$ cat config.mk
export PLATFORM = sky130hd
export DESIGN_NAME = yaml_scalar_quote_classifier_top
export DESIGN_NICKNAME = d
export VERILOG_FILES = /design/src/hw/rtl/yqc_pkg.sv /design/src/hw/rtl/yqc_scan.sv /design/src/hw/rtl/yqc_outbuf.sv /design/src/hw/rtl/yaml_scalar_quote_classifier_top.sv
export SDC_FILE = /design/constraint.sdc
export NUM_CORES = 1
export LEC_CHECK = 0
export BUFFER_PORTS_ARGS = -buffer_cell sky130_fd_sc_hd__clkbuf_2
export CAP_MARGIN = 10
export CORE_ASPECT_RATIO = 1.2
export CORE_MARGIN = 2
export CORE_UTILIZATION = 35
export DETAILED_ROUTE_END_ITERATION = 7
export REMOVE_ABC_BUFFERS = 1
export SYNTH_ARGS = -nofsm -noshare
export SYNTH_HDL_FRONTEND = slang
export SYNTH_SLANG_ARGS = --single-unit
$ cat constraint.sdc
create_clock -name clock -period 9 [get_ports clock]
set_input_delay 0.45 -clock clock [delete_from_list [all_inputs] [get_ports clock]]
set_output_delay 0.45 -clock clock [all_outputs]
set_load 0.02 [all_outputs]
$ cat src/hw/rtl/yqc_pkg.sv
// ----------------------------------------------------------------------------
// yqc_pkg
// Shared types, reason codes and character helpers for the scalar quoting
// classifier.
// ----------------------------------------------------------------------------
package yqc_pkg;

   // Reason codes reported with each result word
   localparam logic [2:0] REASON_NONE    = 3'd0;
   localparam logic [2:0] REASON_EMPTY   = 3'd1;
   localparam logic [2:0] REASON_EDGE_WS = 3'd2;
   localparam logic [2:0] REASON_LEAD    = 3'd3;
   localparam logic [2:0] REASON_COLON   = 3'd4;
   localparam logic [2:0] REASON_WORD    = 3'd5;
   localparam logic [2:0] REASON_NUMERIC = 3'd6;

   localparam int WORD_COUNT = 7;

   // true, false, null, yes, no, on, off (lower case, zero padded)
   localparam logic [7:0] WORD_TEXT [WORD_COUNT][8] = '{
      '{8'h74, 8'h72, 8'h75, 8'h65, 8'h00, 8'h00, 8'h00, 8'h00},
      '{8'h66, 8'h61, 8'h6c, 8'h73, 8'h65, 8'h00, 8'h00, 8'h00},
      '{8'h6e, 8'h75, 8'h6c, 8'h6c, 8'h00, 8'h00, 8'h00, 8'h00},
      '{8'h79, 8'h65, 8'h73, 8'h00, 8'h00, 8'h00, 8'h00, 8'h00},
      '{8'h6e, 8'h6f, 8'h00, 8'h00, 8'h00, 8'h00, 8'h00, 8'h00},
      '{8'h6f, 8'h6e, 8'h00, 8'h00, 8'h00, 8'h00, 8'h00, 8'h00},
      '{8'h6f, 8'h66, 8'h66, 8'h00, 8'h00, 8'h00, 8'h00, 8'h00}
   };
   localparam logic [2:0] WORD_LEN [WORD_COUNT] = '{
      3'd4, 3'd5, 3'd4, 3'd3, 3'd2, 3'd2, 3'd3
   };

   localparam logic [2:0] POS_MAX = 3'd6;

   typedef struct packed {
      logic [7:0] ch;
      logic       last;
      logic       empty_req;
   } item_type;

   typedef struct packed {
      logic       needs_quote;
      logic [2:0] reason;
   } result_type;

   function automatic logic [7:0] fold(input logic [7:0] c);
      return (c >= "A" && c <= "Z") ? c + 8'd32 : c;
   endfunction

   function automatic logic is_dig(input logic [7:0] c);
      return c >= "0" && c <= "9";
   endfunction

   function automatic logic is_sign(input logic [7:0] c);
      return c == "+" || c == "-";
   endfunction

   function automatic logic is_ws(input logic [7:0] c);
      return c == " " || c == 8'h09;
   endfunction

   function automatic logic is_hex(input logic [7:0] c);
      logic [7:0] f;
      f = fold(c);
      return is_dig(c) || (f >= "a" && f <= "f");
   endfunction

   function automatic logic is_lead_special(input logic [7:0] c);
      return c == "?" || c == "-" || c == "*" || c == "&" || c == "!" ||
             c == "|" || c == ">" || c == "%" || c == "@";
   endfunction

endpackage

$ cat src/hw/rtl/yqc_scan.sv
// ----------------------------------------------------------------------------
// yqc_scan
// Per-scalar scan state, one character per cycle while take is high, and the
// final verdict for the character that closes the scalar.
// ----------------------------------------------------------------------------
module yqc_scan
   import yqc_pkg::*;
(
   input  logic       clock,
   input  logic       reset,
   input  logic       take,
   input  item_type   item,
   output result_type result
);

   typedef enum logic [3:0] {
      NS_START, NS_SIGN, NS_INT, NS_DOT0, NS_FRAC, NS_EXP, NS_EXPDIG,
      NS_HEX0, NS_HEX, NS_OCT0, NS_OCT, NS_SP1, NS_SP2, NS_SPD, NS_DEAD
   } num_type;

   logic                  at_start_ff, at_start_in;
   logic [7:0]            first_ff, first_in;
   logic [7:0]            prev_ff, prev_in;
   logic                  colon_ff, colon_in;
   logic [WORD_COUNT-1:0] alive_ff, alive_in;
   logic [2:0]            pos_ff, pos_in;
   num_type               num_ff, num_in;

   // state after this character (before end-of-scalar clear)
   logic                  n_at_start, n_colon;
   logic [7:0]            n_first, n_prev;
   logic [WORD_COUNT-1:0] n_alive;
   logic [2:0]            n_pos;
   num_type               n_num, num_step;

   logic       byte_take, ends, zero_lead, word_hit;
   logic [7:0] c, f, pf;

   always_comb begin
      c         = item.ch;
      f         = fold(c);
      pf        = fold(prev_ff);
      byte_take = take && !item.empty_req;
      ends      = item.last || item.empty_req;
      zero_lead = prev_ff == "0" &&
                  (pos_ff == 3'd1 || (pos_ff == 3'd2 && is_sign(first_ff)));

      case (num_ff)
         NS_START: begin
            if (is_sign(c))    num_step = NS_SIGN;
            else if (is_dig(c)) num_step = NS_INT;
            else if (c == ".")  num_step = NS_DOT0;
            else                num_step = NS_DEAD;
         end
         NS_SIGN: begin
            if (is_dig(c))     num_step = NS_INT;
            else if (c == ".") num_step = NS_DOT0;
            else               num_step = NS_DEAD;
         end
         NS_INT: begin
            if (is_dig(c))                  num_step = NS_INT;
            else if (c == ".")              num_step = NS_FRAC;
            else if (f == "e")              num_step = NS_EXP;
            else if (f == "x" && zero_lead) num_step = NS_HEX0;
            else if (f == "o" && zero_lead) num_step = NS_OCT0;
            else                            num_step = NS_DEAD;
         end
         NS_DOT0: begin
            if (is_dig(c))                 num_step = NS_FRAC;
            else if (f == "i" || f == "n") num_step = NS_SP1;
            else                           num_step = NS_DEAD;
         end
         NS_FRAC: begin
            if (is_dig(c))     num_step = NS_FRAC;
            else if (f == "e") num_step = NS_EXP;
            else               num_step = NS_DEAD;
         end
         NS_EXP: begin
            if (pf == "e" && is_sign(c)) num_step = NS_EXP;
            else if (is_dig(c))          num_step = NS_EXPDIG;
            else                         num_step = NS_DEAD;
         end
         NS_EXPDIG: begin
            num_step = is_dig(c) ? NS_EXPDIG : NS_DEAD;
         end
         NS_HEX0, NS_HEX: begin
            num_step = is_hex(c) ? NS_HEX : NS_DEAD;
         end
         NS_OCT0, NS_OCT: begin
            num_step = (c >= "0" && c <= "7") ? NS_OCT : NS_DEAD;
         end
         NS_SP1: begin
            if (pf == "i" && f == "n")      num_step = NS_SP2;
            else if (pf == "n" && f == "a") num_step = NS_SP2;
            else                            num_step = NS_DEAD;
         end
         NS_SP2: begin
            if (pf == "n" && f == "f")      num_step = NS_SPD;
            else if (pf == "a" && f == "n") num_step = NS_SPD;
            else                            num_step = NS_DEAD;
         end
         default: begin
            num_step = NS_DEAD;
         end
      endcase

      if (byte_take) begin
         n_at_start = 1'b0;
         n_first    = at_start_ff ? c : first_ff;
         n_prev     = c;
         n_colon    = colon_ff || (!at_start_ff && prev_ff == ":" && c == " ");
         n_pos      = (pos_ff < POS_MAX) ? pos_ff + 3'd1 : pos_ff;
         n_num      = num_step;
         for (int i = 0; i < WORD_COUNT; i++) begin
            n_alive[i] = alive_ff[i] && (pos_ff < WORD_LEN[i]) &&
                         (WORD_TEXT[i][pos_ff] == f);
         end
      end else begin
         n_at_start = at_start_ff;
         n_first    = first_ff;
         n_prev     = prev_ff;
         n_colon    = colon_ff;
         n_pos      = pos_ff;
         n_num      = num_ff;
         n_alive    = alive_ff;
      end

      word_hit = 1'b0;
      for (int i = 0; i < WORD_COUNT; i++) begin
         if (n_alive[i] && n_pos == WORD_LEN[i]) word_hit = 1'b1;
      end

      // fixed priority, first hit wins
      if (n_at_start)                           result.reason = REASON_EMPTY;
      else if (is_ws(n_first) || is_ws(n_prev)) result.reason = REASON_EDGE_WS;
      else if (is_lead_special(n_first))        result.reason = REASON_LEAD;
      else if (n_colon)                         result.reason = REASON_COLON;
      else if (word_hit)                        result.reason = REASON_WORD;
      else if (n_num == NS_INT || n_num == NS_FRAC || n_num == NS_EXPDIG ||
               n_num == NS_HEX || n_num == NS_OCT || n_num == NS_SPD)
         result.reason = REASON_NUMERIC;
      else
         result.reason = REASON_NONE;
      result.needs_quote = result.reason != REASON_NONE;

      // clear for the next scalar once this one closes
      if (take && ends) begin
         at_start_in = 1'b1;
         first_in    = 8'h00;
         prev_in     = 8'h00;
         colon_in    = 1'b0;
         alive_in    = '1;
         pos_in      = 3'd0;
         num_in      = NS_START;
      end else begin
         at_start_in = n_at_start;
         first_in    = n_first;
         prev_in     = n_prev;
         colon_in    = n_colon;
         alive_in    = n_alive;
         pos_in      = n_pos;
         num_in      = n_num;
      end
   end

   always_ff @(posedge clock) begin
      if (reset) begin
         at_start_ff <= 1'b1;
         first_ff    <= 8'h00;
         prev_ff     <= 8'h00;
         colon_ff    <= 1'b0;
         alive_ff    <= '1;
         pos_ff      <= 3'd0;
         num_ff      <= NS_START;
      end else begin
         at_start_ff <= at_start_in;
         first_ff    <= first_in;
         prev_ff     <= prev_in;
         colon_ff    <= colon_in;
         alive_ff    <= alive_in;
         pos_ff      <= pos_in;
         num_ff      <= num_in;
      end
   end

endmodule

$ cat src/hw/rtl/yqc_outbuf.sv
// ----------------------------------------------------------------------------
// yqc_outbuf
// Result register on the rsp_ side; holds one word until it is taken.
// ----------------------------------------------------------------------------
module yqc_outbuf
   import yqc_pkg::*;
(
   input  logic       clock,
   input  logic       reset,
   input  logic       load,
   input  result_type load_data,
   output logic       free,
   output logic       rsp_valid,
   input  logic       rsp_ready,
   output result_type rsp_data
);

   logic       vld_ff, vld_in;
   result_type data_ff, data_in;

   always_comb begin
      free    = !vld_ff || rsp_ready;
      vld_in  = load ? 1'b1 : (rsp_ready ? 1'b0 : vld_ff);
      data_in = load ? load_data : data_ff;
   end

   always_ff @(posedge clock) begin
      if (reset) begin
         vld_ff <= 1'b0;
      end else begin
         vld_ff <= vld_in;
      end
      data_ff <= data_in;
   end

   assign rsp_valid = vld_ff;
   assign rsp_data  = data_ff;

endmodule

$ cat src/hw/rtl/yaml_scalar_quote_classifier_top.sv
// ----------------------------------------------------------------------------
// yaml_scalar_quote_classifier_top
// Decides whether a YAML scalar, streamed one character per word, must be
// emitted double-quoted, and reports why.
// ----------------------------------------------------------------------------
// A scalar arrives as a run of req_ words, one byte each, closed by the word
// with req_last set; a word with req_empty_req set closes the scalar without
// adding its byte (an empty scalar if nothing came before). Each closed
// scalar yields exactly one rsp_ word: rsp_needs_quote and rsp_reason, where
// the reason is the first of empty, edge space/tab, leading ?-*&!|>%@,
// colon-space, true/false/null/yes/no/on/off (any case), numeric literal
// (decimal, float with exponent, 0x hex, 0o octal, .inf/.nan) that holds,
// or none. Words that do not close a scalar produce nothing. Throughput is
// one word per cycle when not stalled: a word waits in the input register
// while the scan logic updates the per-scalar state and, on a closing word,
// writes the verdict into the result register, which drives rsp_valid. The
// only stall is a closing word meeting a full result register that the
// consumer is not draining; while it waits, req_ready stays low and no
// further words are taken.
// ----------------------------------------------------------------------------
module yaml_scalar_quote_classifier_top
   import yqc_pkg::*;
(
   input  logic       clock,
   input  logic       reset,
   input  logic       req_valid,
   output logic       req_ready,
   input  logic [7:0] req_ch,
   input  logic       req_last,
   input  logic       req_empty_req,
   output logic       rsp_valid,
   input  logic       rsp_ready,
   output logic       rsp_needs_quote,
   output logic [2:0] rsp_reason
);

   // input register
   logic     in_vld_ff, in_vld_in;
   item_type in_item_ff, in_item_in;

   logic       ends;      // held word closes a scalar
   logic       process;   // held word is consumed this cycle
   logic       out_free;
   result_type verdict;
   result_type out_word;

   always_comb begin
      ends      = in_item_ff.last || in_item_ff.empty_req;
      // a closing word needs room in the result register
      process   = in_vld_ff && (!ends || out_free);
      req_ready = !in_vld_ff || process;

      if (req_valid && req_ready) begin
         in_vld_in  = 1'b1;
         in_item_in = '{ch: req_ch, last: req_last, empty_req: req_empty_req};
      end else begin
         in_vld_in  = in_vld_ff && !process;
         in_item_in = in_item_ff;
      end
   end

   always_ff @(posedge clock) begin
      if (reset) begin
         in_vld_ff <= 1'b0;
      end else begin
         in_vld_ff <= in_vld_in;
      end
      in_item_ff <= in_item_in;
   end

   // per-scalar state and verdict
   yqc_scan u_scan (
      .clock  (clock),
      .reset  (reset),
      .take   (process),
      .item   (in_item_ff),
      .result (verdict)
   );

   // result register
   yqc_outbuf u_outbuf (
      .clock     (clock),
      .reset     (reset),
      .load      (process && ends),
      .load_data (verdict),
      .free      (out_free),
      .rsp_valid (rsp_valid),
      .rsp_ready (rsp_ready),
      .rsp_data  (out_word)
   );

   assign rsp_needs_quote = out_word.needs_quote;
   assign rsp_reason      = out_word.reason;

endmodule

# Word-level counts from Yosys, hierarchy flattened
# Memory sizes are Yosys's and may differ from the RTL's.
# Index checks and enable logic that the tools add are counted.
[word_totals] n_memories=7 mem_bits_ro=448 ramBits=0 ff_bits=48 output_inout_bits=6 latchBits=0
[op_classes] n_lt_le_gt_ge=15 multipliers=0 shift=0 n_div=0 add_sub_neg=3 muxes=62 n_bitwise=1 n_eq_ne=63 n_reduce_logical=80
[mem_list] name="(no name shown)" words=8 word_bits=8 read_ports=1 rd_clocked_by_memory_dff=0 write_ports=0 line_no="yqc_scan.sv:116" source="(WORD_TEXT[i][pos_ff] == f);"
[mem_list] name="(no name shown)" words=8 word_bits=8 read_ports=1 rd_clocked_by_memory_dff=0 write_ports=0 line_no="yqc_scan.sv:116"
[mem_list] name="(no name shown)" words=8 word_bits=8 read_ports=1 rd_clocked_by_memory_dff=0 write_ports=0 line_no="yqc_scan.sv:116"
[mem_list] name="(no name shown)" words=8 word_bits=8 read_ports=1 rd_clocked_by_memory_dff=0 write_ports=0 line_no="yqc_scan.sv:116"
[mem_list] name="(no name shown)" words=8 word_bits=8 read_ports=1 rd_clocked_by_memory_dff=0 write_ports=0 line_no="yqc_scan.sv:116"
[mem_list] name="(no name shown)" words=8 word_bits=8 read_ports=1 rd_clocked_by_memory_dff=0 write_ports=0 line_no="yqc_scan.sv:116"
[mem_list] name="1 more memories"
[op_table] cell="two-way mux 8 bit" count=19
[op_table] cell="equality test 8 x 6 -> 1 bit, second input constant" count=17
[op_table] cell="equality test 8 x 7 -> 1 bit, second input constant" count=13
[op_table] cell="two-way mux 4 bit" count=15
[op_table] cell="equality test 8 bit" count=7
[op_table] cell="one-hot mux 4 bit (11 select lines)" count=1
[op_table] cell="logical AND 1 bit" count=42
[op_table] cell="two-way mux 3 bit" count=12
[op_table] cell="equality test 4 bit, second input constant" count=8
[op_table] cell="logical OR 1 bit" count=26
[op_table] cell="equality test 4 x 3 -> 1 bit, second input constant" count=6
[op_table] cell=">= comparator 8 x 7 -> 1 bit, second input constant" count=3
[op_table] cell="<= comparator 8 x 7 -> 1 bit, second input constant" count=3
[op_table] cell="adder 8 x 6 -> 8 bit, second input constant" count=2
[op_table] cell="equality test 8 x 4 -> 1 bit, second input constant" count=2
[op_table] cell="<= comparator 8 x 6 -> 1 bit, second input constant" count=2
[op_table] cell="equality test 4 x 2 -> 1 bit, second input constant" count=3
[op_table] cell="two-way mux 1 bit" count=12
[op_table] cell="equality test 3 x 2 -> 1 bit, second input constant" count=3
[op_table] cell="< comparator 3 bit, second input constant" count=3
[op_table] cell=">= comparator 8 x 6 -> 1 bit, second input constant" count=1
[op_table] cell="two-way mux 7 bit" count=1
[op_table] cell="equality test 3 bit, second input constant" count=2
[op_table] cell="logical NOT 1 bit" count=6
[op_table] cell="other kinds (11)" count=15

# Longest topological paths before layout
[logic_depth] ltp_word=26 mapped_depth=12 ltp_nobuf=11

# Hierarchy
# Synthesis repeated with hierarchy kept, for this count alone.
[unflattened] hier_cells=480 area_unflattened_um2=3824.9
[modules_own_cells] module="yqc_scan" cells_each=453 seq_area_each_um2=640.6 area_each_um2=3286.9 n_inst=1
[modules_own_cells] module="yaml_scalar_quote_classifier_top" cells_each=19 seq_area_each_um2=320.3 area_each_um2=371.6 n_inst=1
[modules_own_cells] module="yqc_outbuf" cells_each=8 seq_area_each_um2=140.1 area_each_um2=166.4 n_inst=1

# Worst setup path after synthesis
# No wires, ideal clock.
[synth_path] kind="register -> register" start="reg in_item_ff[8] (netlist bit)" end="reg u_outbuf.data_ff (netlist bit u_outbuf.rsp_data[3]), data pin" setup_slack_ps=5779 arrival_time_ps=2956 setup_time_ps=265 path_stages_with_launch=11 path_buffers=0 cell_sequence="edfxtp_1 inv_1 ha_1 or4b_1 or3_1 a21oi_2 a211oi_2 o32ai_2 a211oi_1 nor4b_2 nand3_1"
[synth_rtl] item="from (decl)" line_no="yaml_scalar_quote_classifier_top.sv:39" source="item_type in_item_ff, in_item_in;"
[synth_rtl] item="from (signal assigned)" line_no="yaml_scalar_quote_classifier_top.sv:68" source="in_item_ff <= in_item_in;"
[synth_rtl] item="to (signal assigned)" line_no="yqc_outbuf.sv:33" source="data_ff <= data_in;"
[synth_rtl] item="to (decl)" line_no="yqc_outbuf.sv:19" source="result_type data_ff, data_in;"

==> impl_metrics.py <==
metrics = {
    "final_layout": {
        "diodes": 0,
        "layout-drive-gt1-share_pct": 9.07,
        "instances_no_fill": 614,
        "final_nets": 508,
        "fillCellCount": 1058,
        "area_growth_pct": 7.37,
        "multi_input_area_um2": 2530,
        "seq_area_um2": 1100,
    },
    "clock_network": {
        "htreeDepth": 2,
        "cts.clk_slew.worst_paths_ps": 60,
        "cts_root_buf": "clkbuf_16",
        "hold_buffers": 0,
        "clock_latency_ps": 290,
        "post_cts_resize_count": 0,
        "cts_setup_buffers": 0,
        "cts_tree": "built",
        "cts.sinks": 48,
        "clock_path_buffers": 2,
        "cts-buffers-inserted": 5,
    },
    "floorplan": {
        "rows": 41,
        "initial_utilization_pct": 36.1,
        "io_pins": 20,
        "die_width_um": 99.6,
        "dieHeight_um": 119,
        "dieArea_um2": 11800,
        "core_area_um2": 10600,
    },
    "sta": {
        "final_max_slew_viol_count": 0,
        "tightestPinTransition_ps": 928,
        "tns_ps": 0,
        "fmax_mhz": 253,
        "period_share_pct": 43.8,
        "rsz0062_at_grt": "false",
        "final.min_clock_period_ps": 3950,
        "setup_viol": 0,
        "maxSlewHeadroom_pct": 38.1,
        "setup_ws_ps": 5050,
        "hold_violations": 0,
        "skew_ps": 6.82,
    },
    "logic_synthesis": {
        "yosysWarnings": 0,
        "synth_edf_count": 14,
        "synthesis.instances": 488,
        "yosys_register_bits": 48,
        "synth-async-reset-ratio_pct": 0,
        "syn_area_um2": 3830,
        "synth_seq_area_share_pct": 28.7,
        "synth-main-ff-cell": "dfxtp_1",
        "synthDistinctLibCells": 79,
        "avgSynthCellArea_um2": 7.86,
    },
    "routing": {
        "num_vias": 3692,
        "totalWireLength_um": 10500,
        "drtIter0Drc": 220,
        "wl_per_cell_um": 17.0,
        "vias_per_cell": 6.01,
        "dr.pass1.iters": 5,
        "drc": 0,
        "antenna_left": 0,
    },
    "worst_hold_path": {
        "worst_hold_path_type": "in2reg",
    },
    "global_route": {
        "antenna_found_initial": 0,
        "grt_pass1_wl_um": 17100,
        "grt_pass1_vias": 3447,
        "grt.overflow.total": 0,
        "track_usage_pct": 18.0,
        "grt_max_degree": 32,
    },
    "placed_design": {
        "dp.cells": 606,
        "finalWeightedCongestion": 0.914,
        "post-dp-hpwl_um": 7590,
        "port_buffers": 19,
        "place_ws_ps": 5130,
    },
    "power": {
        "power_density_nw_per_um2": 127,
        "p_leak_nw": 1.43,
        "ir_drop_mv": 0.111,
        "total_power_uw": 524,
    },
    "setup_path": {
        "worstSetupEndpointType": "flop",
        "cp_max_fo": 21,
        "path_class": "reg2reg",
        "required_ps": 9030,
        "crit_arrival_ps": 3980,
        "startpoint_type": "flop",
    },
    "status": {
        "status": "finished, final reports clean",
    },
    "flow_run": {
        "drv_cap": 0,
    },
}
==> cells in the final DEF (no fill, tap or decap), types with 4 or more instances in the layout <==
cell type  instances
nor3b_1            4
xor2_1            10
and3b_1            4
and2_1            10
nor2b_1            7
o2111ai_1          4
edfxtp_1          14
xnor2_1            8
inv_1             17
buf_4              4
nand3_1           16
nand3b_1           4
a21oi_1           31
o21ai_0           20
a31oi_1           10
and4_1             4
nor4b_1            5
ha_1              10
nand4b_1           4
o211ai_1           5
nor3_1            11
o32ai_1            4
nand4_1            5
dfxtp_1           34
nor4_1            11
nor2_1            41
o22ai_1            5
nand2_1           67
clkbuf_2          19
mux2i_1            8
clkbuf_16          5
nand2b_1           9
a211oi_1           4
==> worst paths after layout <==
kind,from,endpoint,slack [ps],cells past startpoint
min,req_last,in_item_ff[1],330,1
min reg2reg,u_scan.alive_ff[4],u_scan.alive_ff[4],460,2
max,in_item_ff[7],u_outbuf.rsp_data[3],5050,10
max reg2reg,in_item_ff[7],u_outbuf.rsp_data[3],5050,10
==> flip-flops by register name, summed over array words and instances (netlist names) <==
name,cells
u_scan.at_start_ff,1
u_scan.first_ff,8
u_outbuf.rsp_valid,1
u_scan.colon_ff,1
u_scan.prev_ff,8
u_outbuf.rsp_data,4
u_scan.pos_ff,3
u_scan.num_ff,4
in_item_ff,10
in_vld_ff,1
u_scan.alive_ff,7
==> through the flow <==
step / cell area [um2] / util, % / hold WS [ps]
global route: 4120 / 38.8 / 324
global placement: 3980 / 37.5 / 447
floorplan: 3690 / - / 430
finish: 4120 / 38.8 / 331
CTS: 4120 / 38.8 / 327
detailed placement: 3980 / 37.5 / 452
==> critical path, cell delays in order (launching register included) <==
cell and delay, ps:
edfxtp_1 820, ha_1 380, or4b_1 490, a211oi_1 450, o21ai_1 220, o2111ai_1 130, nand2_1 90, o32ai_2 460
a211oi_1 190, nor4b_2 330, nand3_1 120
==> synth_stat cells (all sizes together) (4+ instances only) <==
cell type	count	area share [%]
nand2	67	6.6
nor2	41	4.0
dfxtp	34	18
a21oi	32	4.3
clkbuf	25	2.4
o21ai	21	2.7
inv	17	1.7
nand3	16	2.1
edfxtp	14	11
nor4	13	2.9
and2	11	1.8
nor3	11	1.4
a31oi	10	1.6
ha	10	3.3
xor2	10	2.3
buf	9	1.2
nand2b	9	1.5
mux2i	8	2.1
nor4b	8	2.5
xnor2	8	1.8
nor2b	7	1.1
o32ai	6	2.1
a211oi	5	1.1
nand4	5	0.82
nor3b	5	1.1
o211ai	5	0.98
o22ai	5	0.82
a2111oi	4	1.1
and3b	4	0.91
and4	4	0.91
nand3b	4	0.78
nand4b	4	0.91
o2111ai	4	0.91
==> where the power goes <==
| part | switching [mW] | leakage, nW | total (mW) | internal, mW |
|---|---|---|---|---|
| clock | 0.0785 | 0.0679 | 0.181 | 0.103 |
| sequential | 0.0179 | 0.410 | 0.250 | 0.232 |
| combinational | 0.0559 | 0.955 | 0.0925 | 0.0366 |
| total | 0.152 | 1.43 | 0.524 | 0.371 |
==> layer usage <==
layer,share of wire (%),vias to the layer above,wire [um],GRT usage [%]
met5,0,-,0,0
met3,4.6,31,478,2.07
met4,4.2,0,442,9.25
met1,42,1735,4420,22.2
li1,-,1815,-,-
met2,49,111,5120,30.5
==> logic make-up after synthesis <==
| kind of cell | share of synthesized area [%] |
|---|---|
| compound gates | 24.0 |
| simple gates | 32.5 |
| xor+xnor | 4.11 |
| mux | 2.09 |
| flops | 28.7 |
| fa+ha+maj | 3.26 |
| buf+inv | 5.35 |
==> area by class of cell <==
class | instances | area share [%]
multi-input cells | 389 | 61.4
flip-flops and latches | 48 | 26.7
well taps | 129 | 3.92
clock buffers | 7 | 3.22
repair buffers | 23 | 3.04
inverters | 17 | 1.55
clock inverters | 1 | 0.122
Power figures use the tool's default switching activity.
